File: config.mk
export PLATFORM = sky130hd
export DESIGN_NAME = smacc_result_fifo
export DESIGN_NICKNAME = d
export VERILOG_FILES = /design/src/hw/rtl/smacc_pkg.sv /design/src/hw/rtl/smacc_result_fifo.sv
export SDC_FILE = /design/constraint.sdc
export NUM_CORES = 1
export LEC_CHECK = 0
export ABC_AREA = 0
export BUFFER_PORTS_ARGS = -buffer_cell sky130_fd_sc_hd__buf_2
export CAP_MARGIN = 15
export CORE_MARGIN = 4
export CORE_UTILIZATION = 39
export CTS_BUF_LIST = sky130_fd_sc_hd__clkbuf_4
export DETAILED_ROUTE_END_ITERATION = 6
export PLACE_DENSITY = 0.57
export SKIP_CTS_REPAIR_TIMING = 1
export SLEW_MARGIN = 25
export SYNTH_ARGS = -nofsm -noshare
export SYNTH_HDL_FRONTEND = slang
export SYNTH_SLANG_ARGS = --single-unit
File: constraint.sdc
create_clock -name clk -period 2.6 [get_ports clk]
set_clock_uncertainty 0.05 [all_clocks]
set_input_delay 0.52 -clock clk [delete_from_list [all_inputs] [get_ports clk]]
set_output_delay 0.52 -clock clk [all_outputs]
set_load 0.1 [all_outputs]
File: src/hw/rtl/smacc_pkg.sv
`timescale 1ns / 1ps
// ----------------------------------------------------------------------------
// smacc_pkg
// Shared types, constants and arithmetic helpers of the stereo mix accumulator.
// ----------------------------------------------------------------------------
package smacc_pkg;

  localparam int BUF_FRAMES_DEF = 1024;
  localparam int POS_W          = 10;
  localparam int POS_EXT_W      = 17;
  localparam int SAMPLE_W       = 16;
  localparam int ACC_W          = 32;
  localparam int IN_TDATA_W     = 80;
  localparam int OUT_TDATA_W    = 32;
  localparam int SHIFT_16BIT    = 15;
  localparam int SHIFT_8BIT     = 7;
  localparam int RES_DEPTH      = 4;
  localparam int RES_PTR_W      = $clog2(RES_DEPTH);
  localparam int RES_CNT_W      = $clog2(RES_DEPTH + 1);

  localparam logic OP_MIX   = 1'b0;
  localparam logic OP_DRAIN = 1'b1;

  localparam logic signed [SAMPLE_W-1:0] SAT_MAX = 16'sh7fff;
  localparam logic signed [SAMPLE_W-1:0] SAT_MIN = 16'sh8000;

  typedef struct packed {
    logic [ACC_W-1:0] right;
    logic [ACC_W-1:0] left;
  } frame_t;

  typedef struct packed {
    logic signed [SAMPLE_W-1:0] out_right;
    logic signed [SAMPLE_W-1:0] out_left;
  } result_t;

  // sample * Q15 volume, floor shift by 7 or 15, low 32 bits
  function automatic logic [ACC_W-1:0] scale(input logic signed [SAMPLE_W-1:0] smp,
                                             input logic [SAMPLE_W-1:0] vol,
                                             input logic eight_bit);
    logic signed [32:0] s_ext;
    logic signed [32:0] v_ext;
    logic signed [32:0] prod;
    logic signed [32:0] shifted;
    s_ext   = {{17{smp[SAMPLE_W-1]}}, smp};
    v_ext   = {17'b0, vol};
    prod    = s_ext * v_ext;
    shifted = eight_bit ? (prod >>> SHIFT_8BIT) : (prod >>> SHIFT_16BIT);
    return shifted[ACC_W-1:0];
  endfunction

  function automatic logic signed [SAMPLE_W-1:0] saturate(input logic [ACC_W-1:0] w);
    logic in_range;
    in_range = (w[ACC_W-1:SAMPLE_W-1] == '0) || (w[ACC_W-1:SAMPLE_W-1] == '1);
    if (in_range) begin
      return w[SAMPLE_W-1:0];
    end else if (w[ACC_W-1]) begin
      return SAT_MIN;
    end else begin
      return SAT_MAX;
    end
  endfunction

endpackage

File: src/hw/rtl/smacc_result_fifo.sv
`timescale 1ns / 1ps
// ----------------------------------------------------------------------------
// smacc_result_fifo
// Small queue of drained frames in front of the output stream.
// ----------------------------------------------------------------------------
module smacc_result_fifo (
  input  logic                                clk,
  input  logic                                rst,
  input  logic                                push,
  input  smacc_pkg::result_t                  push_data,
  output logic                                out_valid,
  input  logic                                out_ready,
  output smacc_pkg::result_t                  out_data,
  output logic [smacc_pkg::RES_CNT_W-1:0]     count
);

  smacc_pkg::result_t                 entries [smacc_pkg::RES_DEPTH];
  logic [smacc_pkg::RES_PTR_W-1:0]    wr_ptr;
  logic [smacc_pkg::RES_PTR_W-1:0]    rd_ptr;
  logic                               pop;

  assign out_valid = (count != '0);
  assign out_data  = entries[rd_ptr];
  assign pop       = out_valid && out_ready;

  always_ff @(posedge clk) begin
    if (push) begin
      entries[wr_ptr] <= push_data;
    end
  end

  always_ff @(posedge clk) begin
    if (rst) begin
      wr_ptr <= '0;
      rd_ptr <= '0;
      count  <= '0;
    end else begin
      if (push) begin
        wr_ptr <= wr_ptr + 1'b1;
      end
      if (pop) begin
        rd_ptr <= rd_ptr + 1'b1;
      end
      if (push && !pop) begin
        count <= count + 1'b1;
      end else if (pop && !push) begin
        count <= count - 1'b1;
      end
    end
  end

endmodule

Word-level counts from Yosys, hierarchy flattened
Memories as Yosys holds them, arrays and structs flattened. A register that Yosys moved wholly into a read port is not among the register bits.
Index checks and enable logic that the tools add are counted.
{ "op_classes": {"n_reduce_logical": 7, "add_sub_neg": 4, "mux": 6} }
{ "op_table": {"columns": ["op", "count"], "rows": [
  ["2-to-1 mux 3 bit", 2],
  ["adder 2 x 1 -> 2 bit (second input constant)", 2],
  ["2-to-1 mux 2 bit", 2],
  ["adder 3 x 1 -> 3 bit (second input constant)", 1],
  ["logical AND 1 bit", 3],
  ["nonzero test 3 bit", 1],
  ["subtractor 3 x 1 -> 3 bit (second input constant)", 1],
  ["zero test 1 bit", 2],
  ["2-to-1 mux 1 bit", 2],
  ["nonzero test 2 bit", 1]
]} }
{ "word_totals": {"ram_bits": 128, "out_inout_bits": 36, "register_bits": 7, "memories": 1, "input_bits": 36} }
{ "memory_table": {"columns": ["name", "depth", "word_bits", "rd", "rd_ports_with_merged_regs", "write_ports", "line_no", "rtl"], "rows": [
  ["entries", 4, 32, 1, 1, 1, "smacc_result_fifo.sv:17", "smacc_pkg::result_t entries [smacc_pkg::RES_DEPTH];"]
]} }

Depth between registers and ports, before layout
{ "logic_depth": {"word_depth": 5, "depth_mapped": 7, "ltp_nobuf": 7} }

Worst setup path before layout
OpenSTA, ideal clock, no wires.
{ "synth_path": {"path_type": "register to register", "start": "register count[0] (netlist name)", "end": "register count[2] (netlist name)", "setup_ns": 0.070, "path_stages_with_launch": 8, "required_ns": 2.480, "period_less_slack_ns": 2.526, "slack_ns": 0.074, "t_arrival_ns": 2.406, "cell_sequence": "dfxtp_1 -> o31ai_1 -> ha_1 -> inv_1 -> fa_1 -> xor2_1 -> or3_1 -> a21oi_1"} }
{ "synth_via": {"elab_chain_cells": 5, "elab_cells_between_ends": 10, "cone_classes": "add/sub (2); mux (2); reduce/logical (6)"} }
{ "synth_lines": {"columns": ["item", "line_no", "rtl"], "rows": [
  ["start, declared", "smacc_result_fifo.sv:14", "output logic [smacc_pkg::RES_CNT_W-1:0] count"],
  ["start signal, assigned", "smacc_result_fifo.sv:45", "count <= count + 1'b1;"],
  ["start signal, assigned", "smacc_result_fifo.sv:47", "count <= count - 1'b1;"],
  ["parallel branches: the longest is 5 deep, another holds subtractor 3 x 1 -> 3 bit", null, null]
]} }
Several ways; the timed one is not identified. The select of a mux whose other input is x is not followed.
A chain may end at the register's enable or synchronous reset.

==> out/qor.txt <==
Diodes inserted - 0
Max_cap viols - 0
Fin crit share - 0.9691
Initial Util - 0.4001
Hold crit path type - input port to flip-flop
Hold Path Depth - 1
Synth area leaders - edfxtp_1 76%, mux4_2 13%, dfxtp_1 3.5%, ha_1 1.2%, buf_12 1.2%
Peak VDD IR - 0.6479 mV
CP Launch Type - flip-flop
Max Clk Rate - 396.9 MHz
Area growth from synthesis to layout - 23.94%
Number of global-route vias before repair - 2515
Largest net degree at the start of global routing - 33
Status - completed
FF-to-FF path depth - 7
Critical Path, Cell by Cell - buf_12, buf_4, mux4_2, buf_12
Fraction of layout cells with a size suffix above 1 - 0.4720
Via Count - 2370
RSZ-0062 raised after global routing - true
Routed wire length - 8.834 mm
Critical register-to-register path endpoint - count[2]
Critical path endpoint category - output port
Average size of a mapped cell - 24.24 um^2
Initial DRC Count - 133
Crit path top cell by count - buf_12
Leading area contributor after synthesis - edfxtp_1
Place WS - 0.4001 ns
Leakage - 2.181 nW
Crit path DAT - 1.95 ns
Post-route setup slack - 0.08040 ns
Die width - 122.2 um
DP Wirelength - 5.414 mm
Clk buf depth - 2
Worst-path clk slew - 0.11 ns
Drt wl/cell - 17.88 um
CTS Root Cell - clkbuf_4
Nets@finish - 352
Core footprint - 12720 um^2
Later-pin clock latency in the skew report - 0.50 ns
Critical path's slowest cell - mux4_2
Die area - 14940 um^2
Crit path largest cell delay - 0.53 ns
Grt total ovfl - 0
I/O Pins - 72
Worst path top cell family by delay - multiplexers
Worst path bufs/invs - 3
CP Max Fanout - 8
R2R Path Start - count[0]
Drt pass-1 iters - 4
Cell count along the critical path - 4
Hold slack - 0.1683 ns
Yosys reg bits - 137
R2r setup slk - 0.42 ns
Setup crit end - out_data[23]
CP required - 2.03 ns
Tmin final - 2.520 ns
Seq/Total Area, Yosys - 0.7906
Post-synth top area share - 0.7552
Antenna violations before repair - 0
Synth warn - 0
ANT nets after route - 0
Final setup violation count - 0
Mapped Nets - 252
Pwr/cell area - 1145 nW/um^2
Worst-Margin Slew - 0.5112 ns
Max Slew Vio Count - 0
Number of CTS-inserted buffers - 17
First-pass GRT wire length - 13.99 mm
Global-route usage over all layers - 0.1317
Headroom to the max-slew limit - 0.6592
Flip-flop and latch area - 4029 um^2
RD Place Congestion - 0.6630
Cells after synthesis - 210
Die Height - 122.2 um
Via density - 4.798
CTS tree - done
CTS Sinks - 137
H-tree depth - 4
Buffers on Ports - 71
DRC violations left - 0
Multi-input gate area - 969.7 um^2
Fillers - 1094
Rows - 41
Mapped Area - 5090 um^2
Synth unique cells - 21
Hold Vio Cnt, Final - 0
Critical path class - flip-flop to output port
[through the flow]
step           power [mW]  cells  area [um^2]  setup TNS, ns    util
2_1_floorplan       5.139    210         5090              0       -
5_1_grt             7.564    494         6309        -0.7650  0.4959
6_report            7.222    494         6309              0  0.4959
3_5_place_dp        5.921    455         5928              0  0.4660
4_1_cts             7.087    486         6156         -4.757  0.4839
3_3_place_gp        5.908    455         5928              0  0.4660
[final cells by class]
class                           count  share of cell area
Timing Repair Buffer               89              0.1357
Tap cell                          172             0.03411
Inverter                            3            0.001785
Sequential cell                   137              0.6386
Clock inverter                     12             0.01349
Clock buffer                       19             0.02261
Multi-Input combinational cell     62              0.1537
[Yosys cell counts (all sizes together)]
master and count:
or3 2, inv 3, and2 4, a21oi 1, xnor2 1, nor2 7, ha 5, mux2i 2
clkbuf 1, o311ai 1, dfxtp 9, xor2 4, edfxtp 128, o31ai 1, buf 7, mux4 32
fa 1, o21ai 1
[placed cells by master (no fill, tap or decap), drive strengths merged, types with 2 or more instances in the layout]
master,count
or3,2
clkinv,9
clkbuf,20
clkinvlp,2
buf,88
mux4,32
inv,3
dfxtp,9
ha,5
mux2i,2
nor2,7
edfxtp,128
xor2,4
and2,4
[worst min-delay path by stage]
stage,start,end,slack [ns]
final,push_data[16],entries[0][16],0.17
after global routing,push_data[5],entries[3][5],0.08
after CTS,push_data[5],entries[0][5],0.1
after detailed placement,count[2],count[2],0.48
after global placement,rd_ptr[1],flip-flop,0.46
after floorplan,rd_ptr[1],flip-flop,0.43
[report_power, final]
group | internal (mW) | leakage (nW) | switching, mW
clock network | 0.468 | 0.128 | 0.687
logic | 1.17 | 0.802 | 2.24
registers | 2.55 | 1.25 | 0.0968
[cells by family after synthesis]
group                      Yosys count  share of synthesized area
DFF                                137                     0.7906
AOI/OAI and AO/OA                    4                   0.005161
muxes                               34                     0.1470
adders and majority gates            6                    0.01622
buffers and inverters               11                    0.01991
and+or+nand+nor                     13                    0.01254
xor gates and xnor gates             5                   0.008603
[metal layers]
| metal | vias up | GRT usage | wire length (um) |
|---|---|---|---|
| met5 | - | 0 | 0 |
| met4 | 0 | 0.06088 | 170 |
| met3 | 14 | 0.05115 | 538 |
| met2 | 72 | 0.2037 | 4388 |
| met1 | 1198 | 0.1645 | 3738 |
| li1 | 1086 | - | - |
[registers in the layout, summed over array words and instances (netlist names), named ones only]
signal,cells
count,3
rd_ptr,2
entries,128
wr_ptr,2
No activity file was read; power rests on OpenSTA's default activity.
